File: config.mk
export PLATFORM = sky130hd
export DESIGN_NAME = band_dark_centroid_class_unit
export DESIGN_NICKNAME = d
export VERILOG_FILES = /design/src/design/bdcc_pkg.sv /design/src/design/band_dark_centroid_class_unit.sv
export SDC_FILE = /design/constraint.sdc
export NUM_CORES = 1
export LEC_CHECK = 0
export BUFFER_PORTS_ARGS = -buffer_cell sky130_fd_sc_hd__buf_2
export CAP_MARGIN = 40
export CORE_UTILIZATION = 45
export DETAILED_ROUTE_END_ITERATION = 16
export GPL_TIMING_DRIVEN = 1
export PLACE_DENSITY = 0.64
export SYNTH_ARGS = -nofsm -noshare
export SYNTH_HDL_FRONTEND = slang
export SYNTH_SLANG_ARGS = --single-unit
File: constraint.sdc
create_clock -name clock -period 6 [get_ports clock]
set_input_delay 1.8 -clock clock [delete_from_list [all_inputs] [get_ports clock]]
set_output_delay 1.8 -clock clock [all_outputs]
set_load 0.01 [all_outputs]
File: src/design/bdcc_pkg.sv
`default_nettype none
// ----------------------------------------------------------------------------
// bdcc_pkg
// Shared sizes and register codes for the band dark centroid classifier.
// ----------------------------------------------------------------------------
package bdcc_pkg;

   localparam int MAX_ROWS       = 256;
   localparam int MAX_BAND_WIDTH = 16;
   localparam int MAX_BANDS      = 1024;

   // Largest number of dark pixels that one band accumulates.
   localparam int MAX_DARK = MAX_BAND_WIDTH * MAX_ROWS;

   localparam int PIX_W      = 8;
   localparam int ROW_W      = $clog2(MAX_ROWS);
   localparam int ROW_END_W  = ROW_W + 1;
   localparam int BW_W       = 5;
   localparam int COL_W      = $clog2(MAX_BAND_WIDTH);
   localparam int BAND_W     = $clog2(MAX_BANDS);
   localparam int CNT_W      = $clog2(MAX_DARK + 1);
   localparam int SUM_W      = $clog2(MAX_DARK * (MAX_ROWS - 1) + 1);
   localparam int DIVCNT_W   = $clog2(SUM_W);
   localparam int CLASS_W    = 8;
   localparam int CSR_DATA_W = 32;
   localparam int CSR_ADDR_W = 4;

   typedef enum logic [1:0] {
      CSR_THRESHOLD  = 2'd0,
      CSR_ROW_START  = 2'd1,
      CSR_ROW_END    = 2'd2,
      CSR_BAND_WIDTH = 2'd3
   } csr_index_type;

   localparam logic [PIX_W-1:0]     THRESHOLD_RESET  = 8'd107;
   localparam logic [ROW_W-1:0]     ROW_START_RESET  = 8'd12;
   localparam logic [ROW_END_W-1:0] ROW_END_RESET    = 9'd110;
   localparam logic [BW_W-1:0]      BAND_WIDTH_RESET = 5'd4;
   localparam logic [CLASS_W-1:0]   CLASS_MISSING    = 8'hFF;

endpackage : bdcc_pkg
`default_nettype wire

File: src/design/band_dark_centroid_class_unit.sv
`default_nettype none
// ----------------------------------------------------------------------------
// band_dark_centroid_class_unit
// Accumulates dark pixel rows per band of columns and classifies the band by
// its halved centroid row offset, using a shared bit-serial divider.
// ----------------------------------------------------------------------------
//
//   Channel | Direction | Handshake           | Word
//   --------+-----------+---------------------+----------------------------------
//   req_    | in        | req_valid/req_stall | pixel, row_index, column_end, ...
//   rsp_    | out       | rsp_valid/rsp_stall | class_id, band_index
//   csr_    | in        | APB psel/penable    | four 32-bit registers at 4*i
//
// A pixel that does not close a band leaves the unit idle. A word that closes a
// band goes straight to the send state when the band has no usable line, and
// otherwise first to the restoring divider, one quotient bit per cycle over 20 bits.
// Reset is synchronous and returns registers to their defaults and the band to
// empty. The output register lets a new pixel in while a result waits, but a
// band result that finds the output register still full holds req_stall high.

module band_dark_centroid_class_unit (
   input  wire                               clock,
   input  wire                               reset,
   // pixel input
   input  wire                               req_valid,
   output logic                              req_stall,
   input  wire  [bdcc_pkg::PIX_W-1:0]        req_pixel,
   input  wire  [bdcc_pkg::ROW_W-1:0]        req_row_index,
   input  wire                               req_column_end,
   input  wire                               req_image_end,
   // class output
   output logic                              rsp_valid,
   input  wire                               rsp_stall,
   output logic signed [bdcc_pkg::CLASS_W-1:0] rsp_class_id,
   output logic [bdcc_pkg::BAND_W-1:0]       rsp_band_index,
   // register port
   input  wire                               csr_psel,
   input  wire                               csr_penable,
   input  wire                               csr_pwrite,
   input  wire  [bdcc_pkg::CSR_ADDR_W-1:0]   csr_paddr,
   input  wire  [bdcc_pkg::CSR_DATA_W-1:0]   csr_pwdata,
   output logic [bdcc_pkg::CSR_DATA_W-1:0]   csr_prdata,
   output logic                              csr_pready
);
   import bdcc_pkg::*;

   typedef enum logic [1:0] {
      ST_IDLE,
      ST_DIV,
      ST_SEND
   } state_type;

   state_type               state_ff, state_in;

   logic [PIX_W-1:0]        threshold_ff;
   logic [ROW_W-1:0]        row_start_ff;
   logic [ROW_END_W-1:0]    row_end_ff;
   logic [BW_W-1:0]         band_width_ff;

   logic [SUM_W-1:0]        sum_ff, sum_in;
   logic [CNT_W-1:0]        count_ff, count_in;
   logic                    col_dark_ff, col_dark_in;
   logic                    missing_ff, missing_in;
   logic [COL_W-1:0]        col_ff, col_in;
   logic [BAND_W-1:0]       band_ff, band_in;

   logic [SUM_W-1:0]        quo_ff, quo_in;
   logic [CNT_W-1:0]        rem_ff, rem_in;
   logic [CNT_W-1:0]        divisor_ff, divisor_in;
   logic [DIVCNT_W-1:0]     step_ff, step_in;
   logic                    use_div_ff, use_div_in;
   logic [BAND_W-1:0]       pend_band_ff, pend_band_in;

   logic                    rsp_valid_ff, rsp_valid_in;
   logic [CLASS_W-1:0]      rsp_class_ff, rsp_class_in;
   logic [BAND_W-1:0]       rsp_band_ff, rsp_band_in;

   logic                    csr_write;
   csr_index_type           csr_index;

   logic                    accept;
   logic                    dark;
   logic                    col_dark_next;
   logic                    count_room;
   logic [SUM_W-1:0]        sum_next;
   logic [CNT_W-1:0]        count_next;
   logic                    col_close;
   logic                    missing_next;
   logic [BW_W-1:0]         width_eff;
   logic [BW_W-1:0]         col_inc;
   logic                    band_done;
   logic [BAND_W-1:0]       band_inc;

   logic [CNT_W:0]          rem_shift;
   logic [CNT_W:0]          rem_diff;
   logic                    rem_ge;

   logic                    out_free;
   logic [SUM_W-1:0]        avg_offset;
   logic [CLASS_W-1:0]      class_value;

   // ------------------------------------------------------------------------
   // Register port
   // ------------------------------------------------------------------------
   assign csr_pready = 1'b1;
   assign csr_write  = csr_psel && csr_penable && csr_pwrite;
   assign csr_index  = csr_index_type'(csr_paddr[3:2]);

   always_comb begin
      unique case (csr_index)
         CSR_THRESHOLD:  csr_prdata = CSR_DATA_W'(threshold_ff);
         CSR_ROW_START:  csr_prdata = CSR_DATA_W'(row_start_ff);
         CSR_ROW_END:    csr_prdata = CSR_DATA_W'(row_end_ff);
         CSR_BAND_WIDTH: csr_prdata = CSR_DATA_W'(band_width_ff);
         default:        csr_prdata = '0;
      endcase
   end

   always_ff @(posedge clock) begin
      if (reset) begin
         threshold_ff  <= THRESHOLD_RESET;
         row_start_ff  <= ROW_START_RESET;
         row_end_ff    <= ROW_END_RESET;
         band_width_ff <= BAND_WIDTH_RESET;
      end else if (csr_write) begin
         unique case (csr_index)
            CSR_THRESHOLD:  threshold_ff  <= csr_pwdata[PIX_W-1:0];
            CSR_ROW_START:  row_start_ff  <= csr_pwdata[ROW_W-1:0];
            CSR_ROW_END:    row_end_ff    <= csr_pwdata[ROW_END_W-1:0];
            CSR_BAND_WIDTH: band_width_ff <= csr_pwdata[BW_W-1:0];
            default: ;
         endcase
      end
   end

   // ------------------------------------------------------------------------
   // Pixel accumulation
   // ------------------------------------------------------------------------
   assign req_stall = (state_ff != ST_IDLE);
   assign accept    = req_valid && !req_stall;

   assign dark = (req_row_index >= row_start_ff)
              && ({1'b0, req_row_index} < row_end_ff)
              && (req_pixel <= threshold_ff);
   assign col_dark_next = col_dark_ff || dark;

   // Past the limit, further dark pixels still mark the column but add nothing.
   assign count_room = (count_ff < CNT_W'(MAX_DARK));
   assign sum_next   = (dark && count_room) ? sum_ff + SUM_W'(req_row_index) : sum_ff;
   assign count_next = (dark && count_room) ? count_ff + CNT_W'(1) : count_ff;

   assign col_close    = req_column_end || req_image_end;
   assign missing_next = missing_ff || (col_close && !col_dark_next);

   always_comb begin
      priority if (band_width_ff == '0)
         width_eff = BW_W'(1);
      else if (band_width_ff > BW_W'(MAX_BAND_WIDTH))
         width_eff = BW_W'(MAX_BAND_WIDTH);
      else
         width_eff = band_width_ff;
   end

   assign col_inc   = BW_W'(col_ff) + BW_W'(1);
   assign band_done = col_close && (col_inc >= width_eff);
   assign band_inc  = (band_ff == BAND_W'(MAX_BANDS - 1)) ? '0 : band_ff + BAND_W'(1);

   // ------------------------------------------------------------------------
   // Shared restoring divider: one quotient bit per cycle
   // ------------------------------------------------------------------------
   assign rem_shift = {rem_ff, quo_ff[SUM_W-1]};
   assign rem_diff  = rem_shift - {1'b0, divisor_ff};
   assign rem_ge    = (rem_shift >= {1'b0, divisor_ff});

   // Class from the quotient; a band without a division, or a centroid below the window start, gives -1.
   assign avg_offset  = quo_ff - SUM_W'(row_start_ff);
   always_comb begin
      if (use_div_ff && (quo_ff >= SUM_W'(row_start_ff)))
         class_value = avg_offset[CLASS_W:1];
      else
         class_value = CLASS_MISSING;
   end

   assign out_free = !rsp_valid_ff || !rsp_stall;

   // ------------------------------------------------------------------------
   // Sequencer
   // ------------------------------------------------------------------------
   always_comb begin
      state_in     = state_ff;
      sum_in       = sum_ff;
      count_in     = count_ff;
      col_dark_in  = col_dark_ff;
      missing_in   = missing_ff;
      col_in       = col_ff;
      band_in      = band_ff;
      quo_in       = quo_ff;
      rem_in       = rem_ff;
      divisor_in   = divisor_ff;
      step_in      = step_ff;
      use_div_in   = use_div_ff;
      pend_band_in = pend_band_ff;
      rsp_valid_in = rsp_valid_ff && rsp_stall;
      rsp_class_in = rsp_class_ff;
      rsp_band_in  = rsp_band_ff;

      unique case (state_ff)
         ST_IDLE: begin
            if (accept) begin
               sum_in      = sum_next;
               count_in    = count_next;
               col_dark_in = col_dark_next && !col_close;
               missing_in  = missing_next;
               col_in      = col_close ? col_inc[COL_W-1:0] : col_ff;
               if (band_done) begin
                  quo_in       = sum_next;
                  rem_in       = '0;
                  divisor_in   = count_next;
                  step_in      = '0;
                  use_div_in   = (count_next != '0) && !missing_next;
                  pend_band_in = band_ff;
                  band_in      = band_inc;
                  state_in     = ((count_next != '0) && !missing_next) ? ST_DIV : ST_SEND;
               end
               if (band_done || req_image_end) begin
                  sum_in      = '0;
                  count_in    = '0;
                  col_dark_in = 1'b0;
                  missing_in  = 1'b0;
                  col_in      = '0;
               end
               if (req_image_end) begin
                  band_in = '0;
               end
            end
         end
         ST_DIV: begin
            quo_in  = {quo_ff[SUM_W-2:0], rem_ge};
            rem_in  = rem_ge ? rem_diff[CNT_W-1:0] : rem_shift[CNT_W-1:0];
            step_in = step_ff + DIVCNT_W'(1);
            if (step_ff == DIVCNT_W'(SUM_W - 1)) begin
               state_in = ST_SEND;
            end
         end
         ST_SEND: begin
            if (out_free) begin
               rsp_valid_in = 1'b1;
               rsp_class_in = class_value;
               rsp_band_in  = pend_band_ff;
               state_in     = ST_IDLE;
            end
         end
         default: state_in = ST_IDLE;
      endcase
   end

   always_ff @(posedge clock) begin
      if (reset) begin
         state_ff     <= ST_IDLE;
         sum_ff       <= '0;
         count_ff     <= '0;
         col_dark_ff  <= 1'b0;
         missing_ff   <= 1'b0;
         col_ff       <= '0;
         band_ff      <= '0;
         step_ff      <= '0;
         use_div_ff   <= 1'b0;
         rsp_valid_ff <= 1'b0;
      end else begin
         state_ff     <= state_in;
         sum_ff       <= sum_in;
         count_ff     <= count_in;
         col_dark_ff  <= col_dark_in;
         missing_ff   <= missing_in;
         col_ff       <= col_in;
         band_ff      <= band_in;
         step_ff      <= step_in;
         use_div_ff   <= use_div_in;
         rsp_valid_ff <= rsp_valid_in;
      end
      quo_ff       <= quo_in;
      rem_ff       <= rem_in;
      divisor_ff   <= divisor_in;
      pend_band_ff <= pend_band_in;
      rsp_class_ff <= rsp_class_in;
      rsp_band_ff  <= rsp_band_in;
   end

   assign rsp_valid      = rsp_valid_ff;
   assign rsp_class_id   = rsp_class_ff;
   assign rsp_band_index = rsp_band_ff;

   // ------------------------------------------------------------------------
   // Assertions
   // ------------------------------------------------------------------------
   a_div_nonzero: assert property (@(posedge clock) disable iff (reset)
      state_ff == ST_DIV |-> divisor_ff != '0)
      else $error("divider running with a zero divisor");

   a_div_steps: assert property (@(posedge clock) disable iff (reset)
      state_ff == ST_DIV |-> step_ff < DIVCNT_W'(SUM_W))
      else $error("divider step count overran");

   a_load_from_send: assert property (@(posedge clock) disable iff (reset)
      $rose(rsp_valid_ff) |-> $past(state_ff) == ST_SEND)
      else $error("result word loaded outside the send state");

   a_div_then_send: assert property (@(posedge clock) disable iff (reset)
      state_ff == ST_DIV && step_ff == DIVCNT_W'(SUM_W - 1) |=> state_ff == ST_SEND)
      else $error("divider finished without a send");

endmodule : band_dark_centroid_class_unit
`default_nettype wire
==> impl_results.md, run 1 <==
* Status: finished clean
* DR iter-0 viols at between 400 and 500
* Period minus WS final at approximately 4600 ps
* Post-Synth Simple-Gate Area at about 18%
* Max clock buf depth at 2
* Most frequent CP cell: buf_2
* Die span in y at around 150 um
* Initial Util at between 40% and 50%
* FF+latch count, synth at 162
* Fillers at ~1900
* Final setup fails at 0
* Type of origin of the critical path: input port
* CTS Root Cell: clkbuf_16
* Final ANT Viol Nets at 0
* Setup tns final at 0 ps
* CTS tree: done
* Post-Syn Area per Cell at between 9 and 10 um^2
* Total Power at approximately 2500 uW
* Total GRT Usage at roughly a fifth
* Diodes inserted at 0
* Worst hold path depth at 0
* Worst-Skew Late Latency at 430 ps
* Reg-to-reg critical path endpoint: rem_ff[3]$_SDFFCE_PN0P_
* Post-Synth Adder-Cell Area at 8.73%
* Crit path from: csr_paddr[3]
* Post-route cell area at ~11000 um^2
* Largest family of logic cells by synthesized area: simple AND/OR/NAND/NOR gates
* Syn Inst Count at a little over 1000
* Worst path required time at about 4200 ps
* Post-Synth XOR/XNOR Area at about 5.0%
* Critical path class: input port to primary output
* CTS Hold Bufs at 0
* HP Class: flip-flop to flip-flop
* Sequential share of the synthesized area at 42.3%
* Post-synth EDFFs at 74
* Dominant synthesized flop cell: dfxtp_1
* CP cell instances: buf_2 > mux4_2 > buf_2
* Post-CTS resize count at 0
* Pin count of the biggest net entering global routing at 67
* Sink Count at around 160
* Synth Area in Compound Gates at 13.7%
* CP delay by family, top: multiplexers
* Std-Cell Rows at between 50 and 60
* Initial antenna violation count at 0
* Ys Warns at 0
* Fraction of layout cells with a size suffix above 1 at about an eighth
* Post-DP HPWL at around 15000 um
* Setup repair bufs after CTS at 0
* Register area at between 3000 and 4000 um^2
* CP Capture Point: csr_prdata[1]
* Worst Setup End Kind: primary output
* Period utilization at 76.4%
* I/O pin count at ~110
* Vias at approximately 7300
* CTS Buf Count at 17
* Yosys cell types at 63
* Worst Tran Pin Value at between 700 and 800 ps
* Reg2reg path depth at 11
* Unrepaired setup endpoints after global routing: no
* Area grow syn2layout at 12.0%
* Fin Clk Skew at about 12 ps
* Maximum VDD drop at approximately 0.19 mV
* FMAX at between 0.2 and 0.25 GHz
* First-pass GRT wire length at about 35000 um
* Die area at about 22000 um^2
* CP Depth at 3
* Ys async rst share at 0%
* Core ar. at 20400 um^2
* Wire per inst at roughly 15 um
* Slowest CP cell: mux4_2
* CP Buf/Inv Count at 2
* GP Congestion at between 0.8 and 0.9
* Final Hold Vio Count at 0
* Vias in the first global route at approximately 7000
* Setup ws final at roughly 1400 ps
* Power Dens Cells at between 200 and 250 nW/um^2
* Drt total wl at roughly 21000 um
* Leakage at roughly 0.0042 uW
* Mapped cell area at approximately 9400 um^2
* Max FO, Critical Path at 12
* Reg-to-Reg Start: quo_ff[19]$_DFFE_PP_
* Critical Path Max Stage Delay at about 560 ps
* Die X at about 150 um
* Slew Limit Fails at 0
* Via density per instance at around 5.4
* Slew HR at between 40 and 50%
* H-tree levels at 4
* Nets at 1204
* Post-DP Area at 9960 um^2
* Area of the multi-input gates at around 5000 um^2
* Worst hold slack at approximately 430 ps
* Critical Path AT at 2780 ps
* Clock transition at path regs at around 80 ps
* Dpl ws at between 1000 and 1500 ps
* Max-cap viol count at 0
* # DRC at 0
* GRT Residual Overflow at 0
* Proportion of synthesized area in mux cells at 6.32%
* Port buffer count at between 60 and 70
* Pre-antenna DRT Iters at 5
* R2r setup slk at about 2500 ps
## sequential cells by signal, indices dropped and copies added, names as in the netlist
name / count
band_ff: 10
band_width_ff: 5
col_dark_ff: 1
col_ff: 4
count_ff: 13
divisor_ff: 13
missing_ff: 1
pend_band_ff: 10
quo_ff: 20
rem_ff: 13
row_end_ff: 9
row_start_ff: 8
rsp_band_index: 10
rsp_class_id: 8
rsp_valid: 1
state_ff: 2
step_ff: 5
sum_ff: 20
threshold_ff: 8
use_div_ff: 1
## stage by stage
| step | util, % | instances |
|---|---|---|
| after floorplan | - | 1048 |
| after global placement | 48.6 | 1326 |
| after detailed placement | 48.9 | 1330 |
| after CTS | 51.8 | 1362 |
| after global routing | 51.8 | 1362 |
| final | 51.8 | 1362 |
## report_power, final
part,switching [uW],internal (uW),total [uW]
Clock,521,585,1110
Sequential,10.2,1160,1170
Combinational,134,74.4,208
## cells in the final DEF (no fill, tap or decap), drive strengths merged, types with 27 or more instances in the layout
cell,netlist,layout
a21oi,65,65
buf,33,78
dfxtp,88,88
edfxtp,74,74
ha,61,61
inv,61,71
mux2i,46,46
nand2,92,92
nand3,33,33
nor2,98,98
nor3,28,28
o21ai,72,72
xnor2,27,27
xor2,27,27
## logic make-up (layout without fill, tap and decap cells)
family,count (synthesis),after routing
simple gates,348,348
fa+ha+maj,64,64
compound gates,215,215
other cells,2,24
buf+inv,128,172
xor+xnor,54,54
flops,162,162
mux,53,53
## layout make-up
cell class	instances	share of cell area, %
inverter	62	2.20
tap	270	3.20
sequential	162	37.7
timing repair buffer	78	4.24
clock buffer	18	4.27
multi-input combinational	758	46.9
clock inverter	14	1.45
## cell usage after synthesis (8+ instances only)
master / n / area (um^2)
nor2_1: 96 / 360
nor4_1: 9 / 56.3
a21oi_1: 65 / 325
nand4_1: 9 / 56.3
nand3_1: 33 / 165
ha_1: 61 / 763
and2_1: 11 / 68.8
inv_1: 61 / 229
buf_4: 24 / 180
o211ai_1: 14 / 105
or3_1: 16 / 100
edfxtp_1: 74 / 2220
mux2i_1: 46 / 460
o21ai_0: 70 / 350
a21o_1: 12 / 90.1
nand2b_1: 8 / 50.1
clkbuf_1: 33 / 124
xnor2_1: 27 / 236
nand2_1: 92 / 345
nor2b_1: 12 / 75.1
dfxtp_1: 88 / 1760
nor3_1: 28 / 140
a31oi_1: 11 / 68.8
xor2_1: 27 / 236
## worst reg2reg max path, stage by stage, from the launching register on
cell and delay, ps:
edfxtp_1 420, inv_1 60, ha_1 220, fa_1 410
nor2b_1 170, o21bai_1 100, a31oi_1 380, a2111oi_0 180
o21ai_0 270, a211o_1 670, mux2i_1 280, nor2_1 60
## worst min path at each step
| stage | from | end | slack [ps] |
|---|---|---|---|
| 6_report | pend_band_ff[6]$_DFFE_PP_ | rsp_band_index[6]$_DFFE_PP_ | 430 |
| 3_5_place_dp | pend_band_ff[1]$_DFFE_PP_ | rsp_band_index[1]$_DFFE_PP_ | 410 |
| 3_3_place_gp | pend_band_ff[2]$_DFFE_PP_ | rsp_band_index[2]$_DFFE_PP_ | 410 |
| 5_1_grt | pend_band_ff[6]$_DFFE_PP_ | rsp_band_index[6]$_DFFE_PP_ | 440 |
| 2_1_floorplan | pend_band_ff[0]$_DFFE_PP_ | rsp_band_index[0]$_DFFE_PP_ | 400 |
| 4_1_cts | pend_band_ff[1]$_DFFE_PP_ | rsp_band_index[1]$_DFFE_PP_ | 420 |
## metal layers
metal	GRT usage (%)	up-vias	wire length [um]
met5	0	-	0
met1	28.2	3458	10300
met4	6.51	0	339
li1	-	3721	-
met3	3.01	28	743
met2	33.0	141	9690
(Power assumes the default switching activity.)
==> run 2, diff against run 1 <==
--- a/config.mk
+++ b/config.mk
@@ -10,7 +10,7 @@
 export CORE_UTILIZATION = 45
 export DETAILED_ROUTE_END_ITERATION = 16
 export GPL_TIMING_DRIVEN = 1
-export PLACE_DENSITY = 0.64
+export PLACE_DENSITY = 0.67
 export SYNTH_ARGS = -nofsm -noshare
 export SYNTH_HDL_FRONTEND = slang
 export SYNTH_SLANG_ARGS = --single-unit
==> constraint.sdc (replaced) <==
create_clock -name clock -period 4.15 [get_ports clock]
set_input_delay 1.245 -clock clock [delete_from_list [all_inputs] [get_ports clock]]
set_output_delay 1.245 -clock clock [all_outputs]
set_load 0.01 [all_outputs]
==> run 2 against run 1 <==
Against the previous run:
- clock skew grew 2.5 ps
- cell area grew 0.82%
- register-to-register slack lost 1800 ps
- via count grew 0.39%
- global-route usage shrank 0.18 points
- die area is the same
- sequential power grew 45%
- hold slack gained 3.1 ps
- count of clock-buffer cells in the layout shrank 1
- first-iteration DRC count shrank 11%
- highest routed layer unchanged
- critical path depth grew 7
- final cell count grew 0.81%
==> impl_results.md, run 2 (same netlist as run 1, synthesis figures left out) <==
* Status: finished clean
* Via density per instance at 5.37 (-0.41%)
* Switch Pwr at 946 uW (+42%)
* H-tree levels at 4 (unchanged)
* Worst Tran Pin Value at 756 ps (-37.8 ps)
* Largest regs: quo_ff: 20 flops, sum_ff: 20 flops
* Max-cap viol count at 0 (unchanged)
* R2r setup slk at 730 ps (-1800 ps)
* Slew HR at 49.3% (+2.6 points)
* Type of origin of the critical path: input port
* Fraction of layout cells with a size suffix above 1 at 12.8% (+0.88 points)
* Leakage at 0.00430 uW (+1.3%)
* Critical path class: input port to flip-flop
* Commonest non-fill, non-tap cells in the layout: nor2_1 (95), nand2_1 (92), dfxtp_1 (88), edfxtp_1 (74), o21ai_0 (70)
* Port buffer count at 64 (unchanged)
* Core ar. at 20400 um^2 (unchanged)
* Std-Cell Rows at 52 (unchanged)
* Total GRT Usage at 20.3% (-0.18 points)
* Met2 wire length at 9700 um (+0.11%)
* Power Dens Cells at 339 nW/um^2 (+44%)
* Wire per inst at 15.2 um (-1.6%)
* Slew Limit Fails at 0 (unchanged)
* Final ANT Viol Nets at 0 (unchanged)
* Pin count of the biggest net entering global routing at 45 (-33%)
* Flop pwr share at 47.0% (-0.2 points)
* Max FO, Critical Path at 8 (-4)
* GP Congestion at 0.889 (+3.7%)
* Post-DP Area at 10000 um^2 (+0.80%)
* Crit path from: req_pixel[6]
* # DRC at 0 (unchanged)
* Clock network fraction of total power at 44.5% (about the same)
* Final Hold Vio Count at 0 (unchanged)
* Switching part of the total at 26.2% (-0.52 points)
* Wire length on met1 at 9800 um (-5.1%)
* Final setup fails at 0 (unchanged)
* Post-route cell area at 10600 um^2 (+0.82%)
* Area grow syn2layout at 12.9%
* Diodes inserted at 0 (unchanged)
* Worst hold slack at 430 ps (+3.08 ps)
* Setup repair bufs after CTS at 0 (unchanged)
* Fillers at 1861 (-0.21%)
* CTS tree: done
* Worst path required time at 4510 ps (+310 ps)
* Reg2reg path depth at 11 (unchanged)
* Unrepaired setup endpoints after global routing: no
* Drt total wl at 20900 um (-0.84%)
* Die area at 21500 um^2 (unchanged)
* CTS Buf Count at 17 (unchanged)
* Post-CTS resize count at 0 (unchanged)
* Pint at 2660 uW (+46%)
* Initial antenna violation count at 0 (unchanged)
* Reg-to-Reg Start: quo_ff[19]$_DFFE_PP_
* Worst-Skew Late Latency at 440 ps (about the same)
* Pre-antenna DRT Iters at 5 (unchanged)
* Total Power at 3610 uW (+45%)
* Setup ws final at 488 ps (-929 ps)
* Vias in the first global route at 6990 (-0.44%)
* Post-DP HPWL at 15200 um (+0.50%)
* Reg-to-reg critical path endpoint: rem_ff[1]$_SDFFCE_PN0P_
* Clock transition at path regs at 70 ps (about the same)
* Die X at 147 um (unchanged)
* GRT Residual Overflow at 0 (unchanged)
* CP Capture Point: count_ff[11]$_SDFFE_PP0P_
* HP Class: flip-flop to flip-flop
* Comb power frac at 8.5% (about the same)
* First-pass GRT wire length at 34900 um (-1.1%)
* DR iter-0 viols at 426 (-11%)
* Initial Util at 46.3% (unchanged)
* CTS Hold Bufs at 0 (unchanged)
* Worst Setup End Kind: flip-flop
* FMAX at 0.273 GHz
* Vias at 7377 (+0.39%)
* Period minus WS final at 3660 ps
* Sink Count at 162 (unchanged)
* Setup tns final at 0 ps (unchanged)
* CTS Root Cell: clkbuf_16
* Commonest non-fill, non-tap cell in the layout: nor2_1
* Nets at 1215 (+0.91%)
* Die span in y at 147 um (unchanged)
* Fin Clk Skew at 14.2 ps (+2.47 ps)
* Period utilization at between 80% and 90%
* Dpl ws at 77.2 ps (-990 ps)
* Critical Path AT at 4020 ps (+1240 ps)
* I/O pin count at 114 (unchanged)
* Maximum VDD drop at 0.264 mV (+40%)
* Max clock buf depth at 2 (unchanged)
* Highest metal used: met4
* Routed length on met3 at 899 um (+21%)
-- run 2: final cells by class --
cell class              count  area, um^2  share of cell area [%]
well taps                 270         338                    3.17
clock inverters            15         184                    1.73
clock buffers              17         425                    4.00
flip-flops and latches    162        3980                    37.4
inverters                  62         233                    2.19
repair buffers             89         528                    4.96
multi-input cells         758        4950                    46.5
-- run 2: worst min path at each step --
stage                               from                           to  cells past startpoint
2_1_floorplan  pend_band_ff[0]$_DFFE_PP_  rsp_band_index[0]$_DFFE_PP_                      0
3_3_place_gp   pend_band_ff[1]$_DFFE_PP_  rsp_band_index[1]$_DFFE_PP_                      0
3_5_place_dp   pend_band_ff[5]$_DFFE_PP_  rsp_band_index[5]$_DFFE_PP_                      0
4_1_cts        pend_band_ff[5]$_DFFE_PP_  rsp_band_index[5]$_DFFE_PP_                      0
5_1_grt        pend_band_ff[5]$_DFFE_PP_  rsp_band_index[5]$_DFFE_PP_                      0
6_report       pend_band_ff[5]$_DFFE_PP_  rsp_band_index[5]$_DFFE_PP_                      0
-- run 2: critical path, cell delays in order --
cell and delay, ps:
buf_2 100, ha_1 300, a21o_1 180, a21oi_1 180
nand4_1 150, a211o_1 420, buf_4 230, or4_4 550
or4_1 510, a21oi_1 160
-- run 2: power by group through the flow --
stage | sequential (uW) | combinational, uW | clock (uW)
2_1_floorplan | 1730 | 217 | 0
3_3_place_gp | 1730 | 300 | 0
3_5_place_dp | 1730 | 306 | 0
4_1_cts | 1700 | 308 | 1640
5_1_grt | 1700 | 343 | 1700
6_report | 1700 | 307 | 1610
-- run 2: metal layers --
metal | up-vias | global-route usage [%]
met5 | - | 0
met4 | 0 | 7.97
met3 | 32 | 3.57
met2 | 152 | 32.4
met1 | 3447 | 27.2
li1 | 3746 | -
-- run 2: stage by stage --
step                      utilization [%]  instances
after floorplan                         -       1048
after global placement               49.2       1339
after detailed placement             49.3       1341
after CTS                            52.3       1373
after global routing                 52.3       1373
final                                52.3       1373
